## src/rtl/core/pnf_pkg.sv

```systemverilog
// Shared types, constants and helpers of the padded number formatter.
package pnf_pkg;

    localparam int MAX_DIGITS      = 22;
    localparam int MAX_FIELD_WIDTH = 62;
    localparam int VALUE_BITS      = 64;
    localparam int BCD_DIGITS      = (MAX_DIGITS < 20) ? MAX_DIGITS : 20;
    localparam int DIG_IDX_W       = $clog2(MAX_DIGITS);
    localparam int CNT_W           = $clog2(MAX_DIGITS + 1);
    localparam int POS_W           = $clog2(MAX_FIELD_WIDTH + 3);
    localparam int STEP_W          = $clog2(VALUE_BITS);

    localparam logic [2:0] CONV_SDEC = 3'd0;
    localparam logic [2:0] CONV_UDEC = 3'd1;
    localparam logic [2:0] CONV_OCT  = 3'd2;
    localparam logic [2:0] CONV_HEXL = 3'd3;
    localparam logic [2:0] CONV_HEXU = 3'd4;
    localparam logic [2:0] CONV_CHAR = 3'd5;

    localparam logic [7:0] CH_SPACE  = 8'h20;
    localparam logic [7:0] CH_ZERO   = 8'h30;
    localparam logic [7:0] CH_MINUS  = 8'h2D;
    localparam logic [7:0] CH_X_LOW  = 8'h78;
    localparam logic [7:0] CH_X_UP   = 8'h58;
    localparam logic [7:0] HEX_GAP   = 8'h07;
    localparam logic [7:0] LOWER_OFS = 8'h20;

    typedef struct packed {
        logic [2:0]  conversion;
        logic [63:0] value;
        logic        wide;
        logic [5:0]  field_width;
        logic        left_justify;
        logic        zero_pad;
        logic        alternate;
    } t_in;

    typedef struct packed {
        logic [7:0] character;
        logic       last;
    } t_out;

    typedef struct packed {
        logic [2:0]  conversion;
        logic        minus;
        logic [63:0] mag;
        logic [5:0]  width;
        logic        left;
        logic        zpad;
        logic        alt;
    } t_job;

    typedef struct packed {
        logic full;
        logic empty;
    } t_q_stat;

    function automatic logic [7:0] digit_char(input logic [3:0] d, input logic upper);
        logic [7:0] c;
        c = CH_ZERO + {4'b0, d};
        if (d > 4'd9) begin
            c = c + HEX_GAP + (upper ? 8'h00 : LOWER_OFS);
        end
        return c;
    endfunction

endpackage

```

## src/rtl/core/padded_number_formatter.sv

```systemverilog
// Top level of the padded number formatter: front end, job queue and formatting engine.
// Each accepted request yields its characters one per transaction, the final one marked
// with last; requests with an unused conversion code are accepted and yield nothing.
// The front end queues up to two requests while the engine works. The engine takes a
// job from the queue, runs shift-and-add-3 conversion for decimal kinds (none for
// octal, hex or character), scans the digit register for leading zeros (none for
// character) and sets up the field, then emits one character per cycle (1 to 64
// characters), slower while the output register waits on its handshake.
module padded_number_formatter (
    input  logic          i_clk,
    input  logic          i_rst_n,
    input  logic          i_valid,
    output logic          o_ready,
    input  pnf_pkg::t_in  i_item,
    output logic          o_valid,
    input  logic          i_ready,
    output pnf_pkg::t_out o_item
);

    pnf_pkg::t_job    front_job;
    pnf_pkg::t_job    queue_job;
    pnf_pkg::t_q_stat q_stat;
    logic             push;
    logic             pop;

    pnf_front u_front (
        .i_valid  (i_valid),
        .o_ready  (o_ready),
        .i_item   (i_item),
        .i_q_stat (q_stat),
        .o_push   (push),
        .o_job    (front_job)
    );

    pnf_queue u_queue (
        .i_clk    (i_clk),
        .i_rst_n  (i_rst_n),
        .i_push   (push),
        .i_job    (front_job),
        .i_pop    (pop),
        .o_job    (queue_job),
        .o_q_stat (q_stat)
    );

    pnf_back u_back (
        .i_clk    (i_clk),
        .i_rst_n  (i_rst_n),
        .i_q_stat (q_stat),
        .i_job    (queue_job),
        .o_pop    (pop),
        .o_valid  (o_valid),
        .i_ready  (i_ready),
        .o_item   (o_item)
    );

    a_q_consistent: assert property (@(posedge i_clk) disable iff (!i_rst_n)
        !(q_stat.full && q_stat.empty))
        else $error("queue full and empty together");

    a_pop_nonempty: assert property (@(posedge i_clk) disable iff (!i_rst_n)
        pop |-> !q_stat.empty)
        else $error("pop from empty queue");

    a_drop_unused: assert property (@(posedge i_clk) disable iff (!i_rst_n)
        (i_valid && o_ready && (i_item.conversion > pnf_pkg::CONV_CHAR)) |-> !push)
        else $error("unused conversion code queued");

    a_push_room: assert property (@(posedge i_clk) disable iff (!i_rst_n)
        (push && !pop && q_stat.empty) |=> !q_stat.empty)
        else $error("queued transaction lost");

endmodule

```

## src/rtl/core/pnf_front.sv

```systemverilog
// Front end: accepts requests, drops unused codes, forms sign and magnitude.
module pnf_front (
    input  logic             i_valid,
    output logic             o_ready,
    input  pnf_pkg::t_in     i_item,
    input  pnf_pkg::t_q_stat i_q_stat,
    output logic             o_push,
    output pnf_pkg::t_job    o_job
);

    logic [31:0] v32;
    logic [31:0] neg32;

    assign o_ready = !i_q_stat.full;
    assign o_push  = i_valid && o_ready && (i_item.conversion <= pnf_pkg::CONV_CHAR);
    assign v32     = i_item.value[31:0];
    assign neg32   = 32'd0 - v32;

    always_comb begin
        o_job.conversion = i_item.conversion;
        o_job.left       = i_item.left_justify;
        o_job.zpad       = i_item.zero_pad;
        o_job.alt        = i_item.alternate;
        o_job.width      = (i_item.field_width > 6'(pnf_pkg::MAX_FIELD_WIDTH))
                         ? 6'(pnf_pkg::MAX_FIELD_WIDTH) : i_item.field_width;
        o_job.minus      = 1'b0;
        o_job.mag        = i_item.wide ? i_item.value : {32'd0, v32};
        if (i_item.conversion == pnf_pkg::CONV_SDEC) begin
            if (i_item.wide) begin
                o_job.minus = i_item.value[63];
                o_job.mag   = i_item.value[63] ? (64'd0 - i_item.value) : i_item.value;
            end else begin
                o_job.minus = v32[31];
                o_job.mag   = {32'd0, v32[31] ? neg32 : v32};
            end
        end else if (i_item.conversion == pnf_pkg::CONV_CHAR) begin
            o_job.mag = {56'd0, i_item.value[7:0]};
        end
    end

endmodule

```

## src/rtl/core/pnf_queue.sv

```systemverilog
// Two-entry job queue between the front end and the formatting engine.
module pnf_queue (
    input  logic             i_clk,
    input  logic             i_rst_n,
    input  logic             i_push,
    input  pnf_pkg::t_job    i_job,
    input  logic             i_pop,
    output pnf_pkg::t_job    o_job,
    output pnf_pkg::t_q_stat o_q_stat
);

    pnf_pkg::t_job r_mem [2];
    logic          r_wptr;
    logic          r_rptr;
    logic [1:0]    r_count;
    logic          n_wptr;
    logic          n_rptr;
    logic [1:0]    n_count;

    assign o_job          = r_mem[r_rptr];
    assign o_q_stat.full  = (r_count == 2'd2);
    assign o_q_stat.empty = (r_count == 2'd0);

    always_comb begin
        n_wptr  = i_push ? !r_wptr : r_wptr;
        n_rptr  = i_pop ? !r_rptr : r_rptr;
        n_count = r_count + {1'b0, i_push} - {1'b0, i_pop};
    end

    always_ff @(posedge i_clk) begin
        if (!i_rst_n) begin
            r_wptr  <= 1'b0;
            r_rptr  <= 1'b0;
            r_count <= 2'd0;
        end else begin
            r_wptr  <= n_wptr;
            r_rptr  <= n_rptr;
            r_count <= n_count;
        end
    end

    always_ff @(posedge i_clk) begin
        if (i_push) begin
            r_mem[r_wptr] <= i_job;
        end
    end

endmodule

```

## src/rtl/core/pnf_back.sv

```systemverilog
// Formatting engine: digit conversion, digit count scan and character emission.
module pnf_back (
    input  logic             i_clk,
    input  logic             i_rst_n,
    input  pnf_pkg::t_q_stat i_q_stat,
    input  pnf_pkg::t_job    i_job,
    output logic             o_pop,
    output logic             o_valid,
    input  logic             i_ready,
    output pnf_pkg::t_out    o_item
);

    localparam logic [2:0] S_IDLE  = 3'd0;
    localparam logic [2:0] S_CONV  = 3'd1;
    localparam logic [2:0] S_SCAN  = 3'd2;
    localparam logic [2:0] S_SETUP = 3'd3;
    localparam logic [2:0] S_EMIT  = 3'd4;

    localparam int PW = pnf_pkg::POS_W;

    logic [2:0]                    r_state, n_state;
    pnf_pkg::t_job                 r_job, n_job;
    logic [63:0]                   r_shift, n_shift;
    logic [3:0]                    r_dig [pnf_pkg::MAX_DIGITS];
    logic [3:0]                    n_dig [pnf_pkg::MAX_DIGITS];
    logic [pnf_pkg::CNT_W-1:0]     r_ndig, n_ndig;
    logic [pnf_pkg::STEP_W-1:0]    r_cnt, n_cnt;
    logic [PW-1:0]                 r_b1, r_b2, r_b3, r_b4, r_total;
    logic [PW-1:0]                 n_b1, n_b2, n_b3, n_b4, n_total;
    logic [PW-1:0]                 r_pos, n_pos;
    logic                          r_out_valid, n_out_valid;
    pnf_pkg::t_out                 r_out, n_out;

    logic [3:0]                    adj [pnf_pkg::BCD_DIGITS];
    logic [pnf_pkg::MAX_DIGITS*3-1:0] oct_ext;
    logic [pnf_pkg::MAX_DIGITS*4-1:0] hex_ext;
    logic [pnf_pkg::DIG_IDX_W-1:0] scan_idx;
    logic [pnf_pkg::DIG_IDX_W-1:0] emit_idx;
    logic                          is_char, is_sdec, upper, out_free;
    logic [PW-1:0]                 ndig7, len7, width7, pad7, head7, pada7, mid7, padb7;
    logic [7:0]                    padch, head0, head1, emit_ch;
    logic                          emit_last;

    assign o_valid = r_out_valid;
    assign o_item  = r_out;

    assign is_char  = (r_job.conversion == pnf_pkg::CONV_CHAR);
    assign is_sdec  = (r_job.conversion == pnf_pkg::CONV_SDEC);
    assign upper    = (r_job.conversion == pnf_pkg::CONV_HEXU);
    assign out_free = !r_out_valid || i_ready;
    assign oct_ext  = (pnf_pkg::MAX_DIGITS*3)'(i_job.mag);
    assign hex_ext  = (pnf_pkg::MAX_DIGITS*4)'(i_job.mag);
    assign scan_idx = pnf_pkg::DIG_IDX_W'(r_ndig - pnf_pkg::CNT_W'(1));
    assign emit_idx = pnf_pkg::DIG_IDX_W'(r_b4 - r_pos - PW'(1));

    always_comb begin
        for (int i = 0; i < pnf_pkg::BCD_DIGITS; i++) begin
            adj[i] = (r_dig[i] >= 4'd5) ? (r_dig[i] + 4'd3) : r_dig[i];
        end
    end

    always_comb begin
        ndig7  = is_char ? PW'(1) : PW'(r_ndig);
        len7   = ndig7 + PW'(is_sdec & r_job.minus);
        width7 = PW'(r_job.width);
        pad7   = (width7 > len7) ? (width7 - len7) : '0;
        head7  = '0;
        if (is_sdec) begin
            head7 = PW'((r_job.left | r_job.zpad) & r_job.minus);
        end else if (r_job.alt && r_job.conversion == pnf_pkg::CONV_OCT) begin
            head7 = PW'(1);
        end else if (r_job.alt && (r_job.conversion == pnf_pkg::CONV_HEXL ||
                                   r_job.conversion == pnf_pkg::CONV_HEXU)) begin
            head7 = PW'(2);
        end
        pada7 = r_job.left ? '0 : pad7;
        mid7  = PW'(is_sdec & !r_job.left & !r_job.zpad & r_job.minus);
        padb7 = r_job.left ? pad7 : '0;
        padch = (!r_job.left && r_job.zpad && !is_char) ? pnf_pkg::CH_ZERO
                                                         : pnf_pkg::CH_SPACE;
        head0 = is_sdec ? pnf_pkg::CH_MINUS : pnf_pkg::CH_ZERO;
        head1 = upper ? pnf_pkg::CH_X_UP : pnf_pkg::CH_X_LOW;
    end

    always_comb begin
        priority if (r_pos < r_b1) begin
            emit_ch = (r_pos == '0) ? head0 : head1;
        end else if (r_pos < r_b2) begin
            emit_ch = padch;
        end else if (r_pos < r_b3) begin
            emit_ch = pnf_pkg::CH_MINUS;
        end else if (r_pos < r_b4) begin
            emit_ch = is_char ? r_job.mag[7:0] : pnf_pkg::digit_char(r_dig[emit_idx], upper);
        end else begin
            emit_ch = pnf_pkg::CH_SPACE;
        end
        emit_last = (r_pos == r_total - PW'(1));
    end

    always_comb begin
        n_state     = r_state;
        n_job       = r_job;
        n_shift     = r_shift;
        n_dig       = r_dig;
        n_ndig      = r_ndig;
        n_cnt       = r_cnt;
        n_b1        = r_b1;
        n_b2        = r_b2;
        n_b3        = r_b3;
        n_b4        = r_b4;
        n_total     = r_total;
        n_pos       = r_pos;
        n_out       = r_out;
        n_out_valid = r_out_valid;
        o_pop       = 1'b0;
        if (i_ready) begin
            n_out_valid = 1'b0;
        end
        unique case (r_state)
            S_IDLE: begin
                if (!i_q_stat.empty) begin
                    o_pop   = 1'b1;
                    n_job   = i_job;
                    n_shift = i_job.mag;
                    n_ndig  = pnf_pkg::CNT_W'(pnf_pkg::MAX_DIGITS);
                    n_cnt   = '1;
                    for (int i = 0; i < pnf_pkg::MAX_DIGITS; i++) begin
                        n_dig[i] = 4'd0;
                    end
                    priority if (i_job.conversion == pnf_pkg::CONV_CHAR) begin
                        n_state = S_SETUP;
                    end else if (i_job.conversion == pnf_pkg::CONV_OCT) begin
                        for (int i = 0; i < pnf_pkg::MAX_DIGITS; i++) begin
                            n_dig[i] = {1'b0, oct_ext[3*i +: 3]};
                        end
                        n_state = S_SCAN;
                    end else if (i_job.conversion == pnf_pkg::CONV_HEXL ||
                                 i_job.conversion == pnf_pkg::CONV_HEXU) begin
                        for (int i = 0; i < pnf_pkg::MAX_DIGITS; i++) begin
                            n_dig[i] = hex_ext[4*i +: 4];
                        end
                        n_state = S_SCAN;
                    end else begin
                        n_state = S_CONV;
                    end
                end
            end
            S_CONV: begin
                n_dig[0] = {adj[0][2:0], r_shift[63]};
                for (int i = 1; i < pnf_pkg::BCD_DIGITS; i++) begin
                    n_dig[i] = {adj[i][2:0], adj[i-1][3]};
                end
                n_shift = {r_shift[62:0], 1'b0};
                if (r_cnt == '0) begin
                    n_state = S_SCAN;
                end else begin
                    n_cnt = r_cnt - pnf_pkg::STEP_W'(1);
                end
            end
            S_SCAN: begin
                if (r_ndig > pnf_pkg::CNT_W'(1) && r_dig[scan_idx] == 4'd0) begin
                    n_ndig = r_ndig - pnf_pkg::CNT_W'(1);
                end else begin
                    n_state = S_SETUP;
                end
            end
            S_SETUP: begin
                n_b1    = head7;
                n_b2    = head7 + pada7;
                n_b3    = head7 + pada7 + mid7;
                n_b4    = head7 + pada7 + mid7 + ndig7;
                n_total = head7 + pada7 + mid7 + ndig7 + padb7;
                n_pos   = '0;
                n_state = S_EMIT;
            end
            S_EMIT: begin
                if (out_free) begin
                    n_out.character = emit_ch;
                    n_out.last      = emit_last;
                    n_out_valid     = 1'b1;
                    n_pos           = r_pos + PW'(1);
                    if (emit_last) begin
                        n_state = S_IDLE;
                    end
                end
            end
            default: begin
                n_state = S_IDLE;
            end
        endcase
    end

    always_ff @(posedge i_clk) begin
        if (!i_rst_n) begin
            r_state     <= S_IDLE;
            r_out_valid <= 1'b0;
            r_ndig      <= '0;
            r_pos       <= '0;
        end else begin
            r_state     <= n_state;
            r_out_valid <= n_out_valid;
            r_ndig      <= n_ndig;
            r_pos       <= n_pos;
        end
    end

    always_ff @(posedge i_clk) begin
        r_job   <= n_job;
        r_shift <= n_shift;
        r_dig   <= n_dig;
        r_cnt   <= n_cnt;
        r_b1    <= n_b1;
        r_b2    <= n_b2;
        r_b3    <= n_b3;
        r_b4    <= n_b4;
        r_total <= n_total;
        r_out   <= n_out;
    end

endmodule
```

## config.mk

```make
export PLATFORM = sky130hd
export DESIGN_NAME = padded_number_formatter
export DESIGN_NICKNAME = d
export VERILOG_FILES = /design/src/rtl/core/pnf_pkg.sv /design/src/rtl/core/padded_number_formatter.sv /design/src/rtl/core/pnf_front.sv /design/src/rtl/core/pnf_queue.sv /design/src/rtl/core/pnf_back.sv
export SDC_FILE = /design/constraint.sdc
export NUM_CORES = 1
export LEC_CHECK = 0
export BUFFER_PORTS_ARGS = -buffer_cell sky130_fd_sc_hd__buf_2
export CAP_MARGIN = 20
export CORE_MARGIN = 8
export CORE_UTILIZATION = 34
export CTS_CLUSTER_DIAMETER = 40
export DETAILED_ROUTE_END_ITERATION = 10
export HOLD_SLACK_MARGIN = 0.08
export PLACE_DENSITY_LB_ADDON = 0.08
export SLEW_MARGIN = 20
export SYNTH_ARGS = -nofsm -noshare
export SYNTH_HDL_FRONTEND = slang
export SYNTH_SLANG_ARGS = --single-unit
```

## constraint.sdc

```tcl
create_clock -name i_clk -period 19.7 [get_ports i_clk]
set_clock_uncertainty 0.15 [all_clocks]
set_input_delay 0.985 -clock i_clk [delete_from_list [all_inputs] [get_ports i_clk]]
set_output_delay 0.985 -clock i_clk [all_outputs]
set_load 0.01 [all_outputs]
```

# Word level (Yosys, flattened, before mapping)
# Memories as Yosys holds them, arrays and structs flattened. A register that Yosys moved wholly into a read port is not among the register bits.
# Cells that the tools add are included.
[totals] register_bits=243 ramBits=154 in_bits=81 output_inout_bits=11 wordCells=269 memories=1
[op_classes] addsub=39 n_lt_le_gt_ge=31 eq_ne=22 muxes=85 n_bitwise=9 reduce_logical=35
[mem_list] name="u_queue.r_mem" words=2 width=77 read_ports=1 rd_clocked_by_memory_dff=1 write_ports=1 line_no="pnf_queue.sv:12" rtl="pnf_pkg::t_job r_mem [2];"
[ops] operator="$mux 88" n=4
[ops] operator="$mux 64" n=5
[ops] operator="$pmux 80 s2" n=1
[ops] operator="$pmux 64 s2" n=1
[ops] operator="$mux 4" n=23
[ops] operator="$ge 4x3->1 const B" n=20
[ops] operator="$add 4x2->4 const B" n=19
[ops] operator="$mux 65" n=1
[ops] operator="$sub 1x64->64 const A" n=1
[ops] operator="$mux 8" n=7
[ops] operator="$mux 7" n=6
[ops] operator="$bmux 4 s5" n=2
[ops] operator="$add 7x7->7" n=5
[ops] operator="$mux 32" n=1
[ops] operator="$sub 1x32->32 const A" n=1
[ops] operator="$mux 6" n=5
[ops] operator="$lt 7x7->1" n=4
[ops] operator="$mux 5" n=5
[ops] operator="$mux 3" n=8
[ops] operator="$and 7x1->7" n=3
[ops] operator="$eq 3x2->1 const B" n=6
[ops] operator="$eq 3x3->1 const B" n=6
[ops] operator="$pmux 3 s5" n=1
[ops] operator="$pmux 7 s2" n=1
[ops] operator="44 further kinds" n=85

# Logic depth before layout (Yosys ltp)
# Gate-level depths: netlist of run 1.
[depth] ltp_word=15 depth_mapped=32 ltp_nobuf=30

# Modules after synthesis
# From an unflattened synthesis of run 1, not the netlist that was laid out.
[unflattened] hier_cells=2028 hier_area_um2=22619.2
[by_module_without_submodules] module="pnf_back" n_inst=1 cells_per_inst=1403 area_per_inst_um2=14532.7 seq_area_each_um2=6746.5
[by_module_without_submodules] module="pnf_queue" n_inst=1 cells_per_inst=261 area_per_inst_um2=5905.7 seq_area_each_um2=4724.5
[by_module_without_submodules] module="pnf_front" n_inst=1 cells_per_inst=364 area_per_inst_um2=2180.8 seq_area_each_um2=0.0

# Least setup slack after synthesis of run 1
# No wires, ideal clock.
[synth_path] path_kind="reg-to-reg" from="register u_back.r_job[75] (netlist name)" to="register u_back.r_total[6] (data pin)" setup_ns=0.264 arrival_ns=6.168 required_time_ns=19.286 path_slack_ns=13.118 path_stages_with_launch=31 path_buffers=3 synth_period_minus_slack_ns=6.582 path_cell_list="edfxtp_1 > clkbuf_1 > or2_2 > clkbuf_1 > nand2_1 > ha_1 > ha_1 > nand3_1 > xor2_1 > ha_1 > clkbuf_1 > and3_1 > a21boi_1 > o21ai_0 > or2_2 > inv_1 > ha_1 > a21oi_1 > a211oi_1 > or4b_2 > nand3_1 > and3_1 > xnor2_1 > ha_1 > xnor2_1 > ha_1 > inv_1 > o21bai_1 > a21oi_1 > xnor2_1 > xor2_1"
[synth_via] elab_chain_len=10 word_cells_on_any_way=26 cone_classes="add/sub (6); order compare (1); eq/ne (4); mux (7); bitwise (4); reduce/logical (4)"
[synth_rtl] element="start: declaration" line_no="pnf_back.sv:22" rtl="pnf_pkg::t_job r_job, n_job;"
[synth_rtl] element="start signal: assignment" line_no="pnf_back.sv:208" rtl="r_job <= n_job;"
[synth_rtl] element="$eq 3x3->1 (tied with other cells)" line_no="pnf_back.sv:47" rtl="assign is_char = (r_job.conversion == pnf_pkg::CONV_CHAR);"
[synth_rtl] element="$mux 5 (tied with other cells)" line_no="pnf_back.sv:63" rtl="ndig7 = is_char ? PW'(1) : PW'(r_ndig);"
[synth_rtl] element="$add 7x7->7 / $logic_and 1x1->1 (equally long branches)" line_no="pnf_back.sv:64, pnf_back.sv:72"
[synth_rtl] element="$sub 6x7->7 (tied with other cells)" line_no="pnf_back.sv:66" rtl="pad7 = (width7 > len7) ? (width7 - len7) : '0;"
[synth_rtl] element="$mux 7, on equally long branches" line_no="pnf_back.sv:66, pnf_back.sv:70"
[synth_rtl] element="$mux 7, on equally long branches" line_no="pnf_back.sv:76, pnf_back.sv:68"
[synth_rtl] element="$add 7x7->7 (3 in series)" line_no="pnf_back.sv:172" rtl="n_total = head7 + pada7 + mid7 + ndig7 + padb7;"
[synth_rtl] element="$add 7x7->7 *" line_no="pnf_back.sv:172"
[synth_rtl] element="end signal: assignment" line_no="pnf_back.sv:216" rtl="r_total <= n_total;"
[synth_rtl] element="end: declaration" line_no="pnf_back.sv:28" rtl="logic [PW-1:0] r_b1, r_b2, r_b3, r_b4, r_total;"
# Mark *: on every way between the ends. The rest lies on a longest branch, timed or not.
# A chain may end at the register's enable or synchronous reset.

# Worst setup path in the final report of run 1
# Same ends and word-level chain as after synthesis.

==> results.md, run 1 <==
- Outcome: finished clean
- Yosys top cell by area: edfxtp_1
- Syn-to-layout area delta: 17.92%
- Syn Nets: 2,190
- TNS Setup: 0 ps
- Initial antenna violation count: 0
- Starting Density: 34.38%
- Final ANT Viol Nets: 0
- Final period util: 37.19%
- Final worst slack: 12,370 ps
- Grt ovf: 0
- Yosys cell types: 73
- CTS buffer count: 77
- GP Congestion: 0.8103
- CP Launch Type: register
- CTS tree: done
- Fill count: 6,306
- Initial DRT Pass Iterations: 5
- Mapped cell area: 22,600 sq um
- Global-route wire length before repair: 96,710 microns
- DRC: 0
- Sink of the worst hold path: u_back.r_shift[55]
- Combinational Power Share: 36.8%
- CTS HTree Levels: 3
- Max Fanout on Critical Path: 11
- Top_reg_cell synth: edfxtp_1
- Finish-stage setup viols: 0
- Syn_area_per_cell: 11.27 sq um
- Critical R2R Capture: u_back.r_total[6]
- Site Rows: 94
- Crit path required time: 19,900 ps
- Largest net degree at the start of global routing: 80
- Max-Cap Viols: 0
- CP max stage cell: or4b_2
- Int Power: 2832 uW
- Critical Path Sink Type: register
- R2r startpoint: u_back.r_job[75]
- Pwr Density: 169.6 nW/um^2
- Sink Count: 389
- Setup Crit Path Kind: reg2reg
- Ant diodes: 0
- Post-DP Area: 24,000 sq um
- Slew Viols, Final: 0
- Crit path depth: 27
- Clock Path Buffers: 3
- Clk pwr share: 29.5%
- Vias/cell: 5.241
- Worst skew pair latency: 610 ps
- CP Launch Point: u_back.r_job[75]
- Die Width: 273.8 microns
- Yosys top cell area share: 48.89%
- Cell mode on critical path: ha_1
- Final hold vios: 0
- GRT Total Usage: 16.60%
- Multi-input gate area: 10,280 sq um
- Worst Tran Pin Value: 929.1 ps
- Total number of vias: 15,880
- Ys async rst share: 0%
- RSZ-0062 raised after global routing: false
- #FFs+latches synth: 389
- Port buffer count: 91
- HP Class: reg2reg
- Synth warnings: 0
- CP bufs+invs: 2
- Clock-pin transition on the worst setup and hold timing paths: 50 ps
- Layout cells sized above 1: 16.34%
- Post-Place Worst Slack: 12,440 ps
- Startpoint of the worst hold path: u_back.r_shift[54]
- Leakage: 0.009736 uW
- Iteration-0 DRC count of the detailed router: 1,013
- WL final: 62,990 microns
- Arr. time, crit path: 7520 ps
- Die area: 74,980 sq um
- Clock Tree Root: clkbuf_16
- Tmin final: 7327 ps
- Detail Placement HPWL: 45,410 microns
- Worst slew margin: 38.06%
- Max IR drop VDD: 0.08970 mV
- Cell count of the worst reg-to-reg path: 27
- Sequential power share: 33.7%
- Post-synth EDFFs: 368
- Switching share of power: 37.33%
- R2r setup slk: 12,370 ps
- Core ar.: 65,750 sq um
- Worst Hold Depth: 2
- NetSw: 1687 uW
- Hold-fix buffers, CTS: 0
- Max incr delay on CP: 670 ps
- I/O pin count: 92
- Synth area leaders: edfxtp_1 (49%), mux4_2 (6.2%), ha_1 (5.5%), a21oi_1 (3.3%), mux2i_1 (3.0%)
- Number of global-route vias before repair: 16,050
- Crit path max-delay family: simple AND/OR/NAND/NOR gates
- WL/cell: 20.79 microns
- Postcts setup bufs: 0
- Post-CTS Resized: 0
- Mapped Cells: 2,005
- Max Freq: 136.5 MHz
- Sequential-to-total area share from yosys stat: 50.75%
- Die Ht: 273.8 microns
- Register area: 11,470 sq um
- Final instance area: 26,650 sq um
- Nets: 2,290
- Final Total Pwr: 4520 uW
-- tightest hold or removal path, stage by stage (launching register included) --
cell      delay (ps)
edfxtp_1         310
nand2_1           40
nand2_1           50
-- routing by layer --
metal	GRT usage, %	share of wire [%]	vias up
met1	22.53	47	7748
li1	-	-	7736
met3	2.437	3.7	92
met2	26.76	47	305
met5	0	0	-
met4	6.064	2.7	0
-- registers in the layout, indices dropped and copies added (netlist names), named ones only --
name,count
u_back.r_pos,7
u_back.o_item,9
u_back.r_b2,7
u_queue.r_rptr,1
u_back.r_b4,7
u_queue.r_mem,154
u_back.o_valid,1
u_back.r_b3,7
u_queue.r_wptr,1
u_back.r_dig,84
u_back.r_state,3
u_back.r_b1,2
u_back.r_total,7
u_back.r_cnt,6
u_back.r_shift,64
u_back.r_job,21
u_queue.r_count,2
u_back.r_ndig,5
-- how the worst max path moves through the flow --
stage                     slack [ps]                end
after floorplan                13120  u_back.r_total[6]
after global placement         12660  u_back.r_total[6]
after detailed placement       12440  u_back.r_total[6]
after CTS                      12390  u_back.r_total[6]
after global routing           11830  u_back.r_total[6]
final                          12370  u_back.r_total[6]
-- cell families after synthesis --
kind of cell | synth area share [%]
and+or+nand+nor | 11.95
AOI/OAI and AO/OA | 12.62
DFF | 50.75
buffers and inverters | 3.930
muxes | 10.34
xor gates and xnor gates | 4.495
adders and majority gates | 5.923
-- synth_stat cells, types with 54 or more instances --
library cell / count
o22ai_1: 54
clkbuf_1: 82
xor2_1: 54
inv_1: 143
nor2_1: 151
edfxtp_1: 368
a21oi_1: 150
ha_1: 99
nand2_1: 161
mux4_2: 62
mux2i_1: 68
xnor2_1: 62
o21ai_0: 118
-- cells in the final DEF, fill, tap and decap left out, drive strengths merged, types with 68 or more instances in the layout --
master and n:
a21oi 150, buf 114, clkbuf 89, edfxtp 368
ha 99, inv 151, mux2i 68, nand2 161
nor2 152, o21ai 119
-- final cells by class --
class / instances / area share [%]
multi-input combinational: 1380 / 38.58
sequential: 389 / 43.05
timing repair buffer: 114 / 2.357
inverter: 143 / 2.014
clock buffer: 89 / 7.479
tap: 864 / 4.056
clock inverter: 51 / 2.465
-- power groups by stage --
stage | logic [uW] | registers (uW) | clock network, uW
global route | 1850 | 1560 | 1400
CTS | 1680 | 1520 | 1360
detailed placement | 1670 | 1540 | 0
finish | 1660 | 1520 | 1330
global placement | 1660 | 1530 | 0
floorplan | 1240 | 1470 | 0
-- metrics by stage --
step | utilization (%) | hold slack, ps | cells
after floorplan | - | 331.9 | 2005
after global placement | 36.50 | 354.4 | 2890
after detailed placement | 36.50 | 358.1 | 2890
after CTS | 40.53 | 369.2 | 3030
after global routing | 40.54 | 386.4 | 3030
final | 40.54 | 363.6 | 3030
No activity file was read; power rests on OpenSTA's default activity.
==> run 2, diff against run 1 <==
- clock period: 19.7 -> 7.7 ns (I/O delays scaled with it)
==> run 2 against run 1 <==
Net effect: sequential share of layout area down 1.0 points; routed wire length up 0.44%; sequential power rose to 2.6 times the previous value; total power rose to 2.6 times the previous value; largest cell class unchanged; worst hold slack worse by 250 ps; flip-flop and latch count unchanged; core utilization up 0.96 points; highest routed layer unchanged; combinational power rose to 2.6 times the previous value.
==> results.md, run 2 (synthesis results as in run 1) <==
- Outcome: finished clean (unchanged)
- Final ANT Viol Nets: 0 (unchanged)
- Post-Layout Cell Count: 3,092 (was 3,030)
- Clock-pin transition on the worst setup and hold timing paths: 50 ps (about the same)
- CTS HTree Levels: 3 (unchanged)
- Fill count: 6,257 (was 6,306)
- Slew Viols, Final: 0 (unchanged)
- Dpl cells: 2,889 (was 2,890)
- Nets: 2,349 (was 2,290)
- WL/cell: 20.46 microns (was 20.79 microns)
- Critical Path Sink Type: register (unchanged)
- Finish-stage setup viols: 0 (unchanged)
- Cell mode on critical path: ha_1 (unchanged)
- Max incr delay on CP: 670 ps (about the same)
- Max IR drop VDD: 0.2249 mV (was 0.08970 mV)
- CP bufs+invs: 2 (unchanged)
- Reg with most FFs: u_queue.r_mem (unchanged)
- Layout cells sized above 1: 16.43% (was 16.34%)
- Grt ovf: 0 (unchanged)
- Tmin final: 7215 ps (was 7327 ps)
- Clock Path Buffers: 3 (unchanged)
- Core ar.: 65,750 sq um (unchanged)
- CP Launch Point: u_back.r_job[75] (unchanged)
- Max-Cap Viols: 0 (unchanged)
- CTS tree: done (unchanged)
- GP Congestion: 0.8027 (was 0.8103)
- Number of global-route vias before repair: 16,420 (was 16,050)
- Largest net degree at the start of global routing: 80 (unchanged)
- R2r startpoint: u_back.r_job[75] (unchanged)
- Die area: 74,980 sq um (unchanged)
- Final Total Pwr: 11,610 uW (was 4520 uW)
- Arr. time, crit path: 7400 ps (was 7520 ps)
- Syn-to-layout area delta: 20.73% (was 17.92%)
- Sink Count: 389 (unchanged)
- Initial antenna violation count: 1 (was 0)
- I/O pin count: 92 (unchanged)
- Detail Placement HPWL: 45,200 microns (was 45,410 microns)
- Starting Density: 34.38% (unchanged)
- CP max stage cell: or4b_2 (unchanged)
- HP Class: in2reg (was reg2reg)
- Startpoint of the worst hold path: i_item[47] (was u_back.r_shift[54])
- Max FFs per register: 154 (unchanged)
- Site Rows: 94 (unchanged)
- CP Launch Type: register (unchanged)
- Final hold vios: 0 (unchanged)
- Post-DP Area: 23,990 sq um (was 24,000 sq um)
- Most common cell after layout, fill and taps aside: edfxtp_1 (unchanged)
- Pwr Density: 425.6 nW/um^2 (was 169.6 nW/um^2)
- WL final: 63,270 microns (was 62,990 microns)
- Ant diodes: 0 (unchanged)
- Crit path required time: 7890 ps (was 19,900 ps)
- Iteration-0 DRC count of the detailed router: 1,005 (was 1,013)
- Total number of vias: 16,220 (was 15,880)
- GRT Total Usage: 16.66% (was 16.60%)
- Util after Layout: 41.50% (was 40.54%)
- Crit path max-delay family: simple AND/OR/NAND/NOR gates (unchanged)
- Largest regs: u_queue.r_mem (154), u_back.r_dig (84), u_back.r_shift (64) (unchanged)
- Worst skew pair latency: 600 ps (was 610 ps)
- Final period util: 93.70% (was 37.19%)
- Max Freq: 138.6 MHz (was 136.5 MHz)
- Leakage: 0.01001 uW (was 0.009736 uW)
- Die Width: 273.8 microns (unchanged)
- Register area: 11,470 sq um (unchanged)
- Initial DRT Pass Iterations: 5 (unchanged)
- Die Ht: 273.8 microns (unchanged)
- Global-route wire length before repair: 97,250 microns (was 96,710 microns)
- Commonest cells after routing, fill and taps aside: edfxtp_1 (368), nand2_1 (158), a21oi_1 (150) (unchanged)
- Setup Crit Path Kind: reg2reg (unchanged)
- TNS Setup: 0 ps (unchanged)
- DRC: 0 (unchanged)
- Final instance area: 27,290 sq um (was 26,650 sq um)
- Vias/cell: 5.245 (was 5.241)
- Multi-input gate area: 10,280 sq um (about the same)
- Max Fanout on Critical Path: 11 (unchanged)
- Worst Tran Pin Value: 1086 ps (was 929.1 ps)
- RSZ-0062 raised after global routing: false (unchanged)
- Port buffer count: 91 (unchanged)
- Clock Tree Root: clkbuf_16 (unchanged)
- Postcts setup bufs: 0 (unchanged)
- CTS buffer count: 79 (was 77)
- Worst slew margin: 27.29% (was 38.06%)
==> run 2: cell types whose count changed in the layout (fill, tap and decap cells not counted), sizes merged <==
cell and change:
clkinvlp +4, clkbuf -1, dlygate4sd3 +57, clkinv +5
bufinv -1, inv -2
==> run 2: area by class of cell <==
class / count / area share [%]
clock buffer: 88 / 7.561
inverter: 143 / 1.967
multi-input combinational: 1380 / 37.67
tap: 864 / 3.962
timing repair buffer: 171 / 4.420
clock inverter: 57 / 2.362
sequential: 389 / 42.05
==> run 2: power breakdown <==
part / total, uW / internal (uW) / switching, uW
logic: 4250 / 1670 / 2580
clock network: 3450 / 2280 / 1170
registers: 3910 / 3350 / 563
total: 11600 / 7300 / 4320
==> run 2: repair_timing <==
action / 4_1_cts / 5_1_grt
endpoints found under the hold margin: 122 / 0
gates resized for setup: 0 / 0
hold buffers: 57 / 0
==> run 2: final timing paths <==
| check | to | slack, ps | depth (start not counted) |
|---|---|---|---|
| worst max-delay path | u_back.r_total[6] | 490 | 28 |
| worst max register to register | u_back.r_total[6] | 490 | 28 |
| worst min-delay path | u_queue.r_mem[0][46] | 120 | 3 |
| worst min register to register | u_back.r_shift[55] | 360 | 2 |
==> run 2: per-layer routing <==
layer / global-route usage [%] / share of wire (%) / up-vias
met3: 2.445 / 3.5 / 91
met1: 22.55 / 47 / 7956
li1: - / - / 7851
met5: 0 / 0 / -
met2: 27.15 / 47 / 321
met4: 5.604 / 2.4 / 0
==> run 2: per-stage QoR <==
stage               hold WS, ps  setup slack, ps
global route              124.0            20.24
global placement          351.3            654.2
detailed placement        354.1            516.5
floorplan                 331.9             1118
finish                    115.5            485.4
CTS                       81.13            479.8
==> run 2: tightest hold or removal path: stages <==
cell and delay (ps):
buf_2 130, nand2_1 50, o21ai_0 150
==> run 3, diff against run 2 <==
- RECOVER_POWER: not set -> 50
==> run 3 against run 2 <==
Net effect: the run now ends with capacitance limit, slew limit left; global-route usage stayed put; die area unchanged; count of clock-buffer cells in the layout unchanged; non-clock buffer count unchanged; setup slack got worse by 21 ps; cell area decreased by 0.30%.
==> results.md, run 3 (synthesis results as in run 1) <==
- Port buffer count: 91 (unchanged)
- Total number of vias: 16,180 (was 16,220)
- GR Layer Usage met1: 22.55% (unchanged)
- Slew Viols, Final: 505 (was 0)
- Crit path max-delay family: simple AND/OR/NAND/NOR gates (unchanged)
- Number of global-route vias before repair: 16,420 (unchanged)
- WL/cell: 20.42 microns (was 20.46 microns)
- Post-Layout Cell Count: 3,093 (was 3,092)
- Crit path required time: 7890 ps (about the same)
- Die Ht: 273.8 microns (unchanged)
- Max FFs per register: 154 (unchanged)
- Max-Cap Viols: 12 (was 0)
- Finish-stage setup viols: 0 (unchanged)
- Nets: 2,349 (unchanged)
- Final period util: 93.97% (was 93.70%)
- Site Rows: 94 (unchanged)
- Initial DRT Pass Iterations: 7 (was 5)
- Clock Path Buffers: 3 (unchanged)
- Tmin final: 7236 ps (was 7215 ps)
- WL final: 63,160 microns (was 63,270 microns)
- Leakage: 0.009900 uW (was 0.01001 uW)
- CP Launch Type: register (unchanged)
- Worst slew margin: -148.3% (was 27.29%)
- Max IR drop VDD: 0.2123 mV (was 0.2249 mV)
- Arr. time, crit path: 7420 ps (was 7400 ps)
- Largest net degree at the start of global routing: 80 (unchanged)
- Max Fanout on Critical Path: 11 (unchanged)
- Worst skew pair latency: 600 ps (about the same)
- HP Class: in2reg (unchanged)
- Clock Tree Root: clkbuf_16 (unchanged)
- Reg with most FFs: u_queue.r_mem (unchanged)
- Pwr Density: 428.4 nW/um^2 (was 425.6 nW/um^2)
- Setup Crit Path Kind: reg2reg (unchanged)
- CP bufs+invs: 2 (unchanged)
- Failing checks: capacitance limit, slew limit
- GRT Total Usage: 16.66% (unchanged)
- CP max stage cell: or4b_2 (unchanged)
- Syn-to-layout area delta: 20.37% (was 20.73%)
- CTS buffer count: 79 (unchanged)
- CTS HTree Levels: 3 (unchanged)
- Initial antenna violation count: 1 (unchanged)
- Die Width: 273.8 microns (unchanged)
- CTS tree: done (unchanged)
- Clock-pin transition on the worst setup and hold timing paths: 50 ps (about the same)
- Layout cells sized above 1: 14.54% (was 16.43%)
- Cell mode on critical path: ha_1 (unchanged)
- Critical Path Sink Type: register (unchanged)
- Gr busiest metal: met2 (unchanged)
- Met2 Resource Use GR: 27.15% (unchanged)
- Vias/cell: 5.231 (was 5.245)
- Max incr delay on CP: 670 ps (about the same)
- Final ANT Viol Nets: 0 (unchanged)
- RSZ-0062 raised after global routing: false (unchanged)
- TNS Setup: 0 ps (unchanged)
- Core ar.: 65,750 sq um (unchanged)
- Iteration-0 DRC count of the detailed router: 960 (was 1,005)
- Dpl cells: 2,889 (unchanged)
- GP Congestion: 0.8027 (unchanged)
- Grt ovf: 0 (unchanged)
- Sink Count: 389 (unchanged)
- Outcome: finished, violations left (was finished clean)
- Max Freq: 138.2 MHz (was 138.6 MHz)
- Starting Density: 34.38% (unchanged)
- Final hold vios: 0 (unchanged)
- Die area: 74,980 sq um (unchanged)
- Worst Tran Pin Value: 3725 ps (was 1086 ps)
- Global-route wire length before repair: 97,250 microns (unchanged)
- Commonest cells after routing, fill and taps aside: edfxtp_1 (368), nand2_1 (159), a21oi_1 (150) (was edfxtp_1 (368), nand2_1 (158), a21oi_1 (150))
- Largest regs: u_queue.r_mem (154), u_back.r_dig (84), u_back.r_shift (64) (unchanged)
- Most common cell after layout, fill and taps aside: edfxtp_1 (unchanged)
- DRC: 0 (unchanged)
- Detail Placement HPWL: 45,200 microns (unchanged)
- GR Util met3: 2.445% (unchanged)
- I/O pin count: 92 (unchanged)
==> run 3: area by class of cell <==
cell class              count  area [sq um]
repair buffers            171          1144
clock buffers              88          2063
fillers                  6280         38540
flip-flops and latches    389         11470
inverters                 143         536.8
multi-input cells        1380         10260
clock inverters            57         644.4
diodes                      1         2.502
well taps                 864          1081
==> run 3: layer usage <==
| metal | share of wire [%] | up-vias |
|---|---|---|
| li1 | - | 7853 |
| met3 | 3.8 | 94 |
| met5 | 0 | - |
| met4 | 2.4 | 0 |
| met2 | 47 | 326 |
| met1 | 46 | 7907 |
==> run 3: what timing repair did <==
item                                   4_1_cts  5_1_grt
hold buffers                                57        0
resized for setup                            0        0
buffers inserted                             0        0
endpoints found under the hold margin      122        0
==> run 3: worst paths after layout <==
kind	cells after the start	slack (ps)	to	start
setup reg to reg	28	460	u_back.r_total[6]	u_back.r_job[75]
hold / removal	3	110	u_queue.r_mem[0][46]	i_item[47]
setup / recovery	28	460	u_back.r_total[6]	u_back.r_job[75]
hold reg to reg	2	360	u_back.r_shift[55]	u_back.r_shift[54]
==> run 3: power by group <==
group	internal, uW	switching [uW]
Combinational	1680	2580
Clock	2280	1170
Sequential	3380	562
==> run 3: stage by stage <==
stage | util, % | cell area [sq um] | setup WS (ps) | total power (uW) | hold WS, ps
floorplan | - | 22600 | 1118 | 6928 | 331.9
global placement | 36.49 | 23990 | 654.2 | 8151 | 351.3
detailed placement | 36.49 | 23990 | 516.5 | 8201 | 354.1
CTS | 41.48 | 27270 | 479.8 | 11750 | 81.13
global route | 41.38 | 27200 | 20.24 | 12400 | 124.0
finish | 41.38 | 27200 | 464.2 | 11650 | 112.8
==> run 3: tightest hold or removal path, delay by kind of cell <==
family                 cells  cell delay, ps
AO/OA/AOI/OAI              1             150
buffers and inverters      1             130
AND/OR/NAND/NOR            1              50
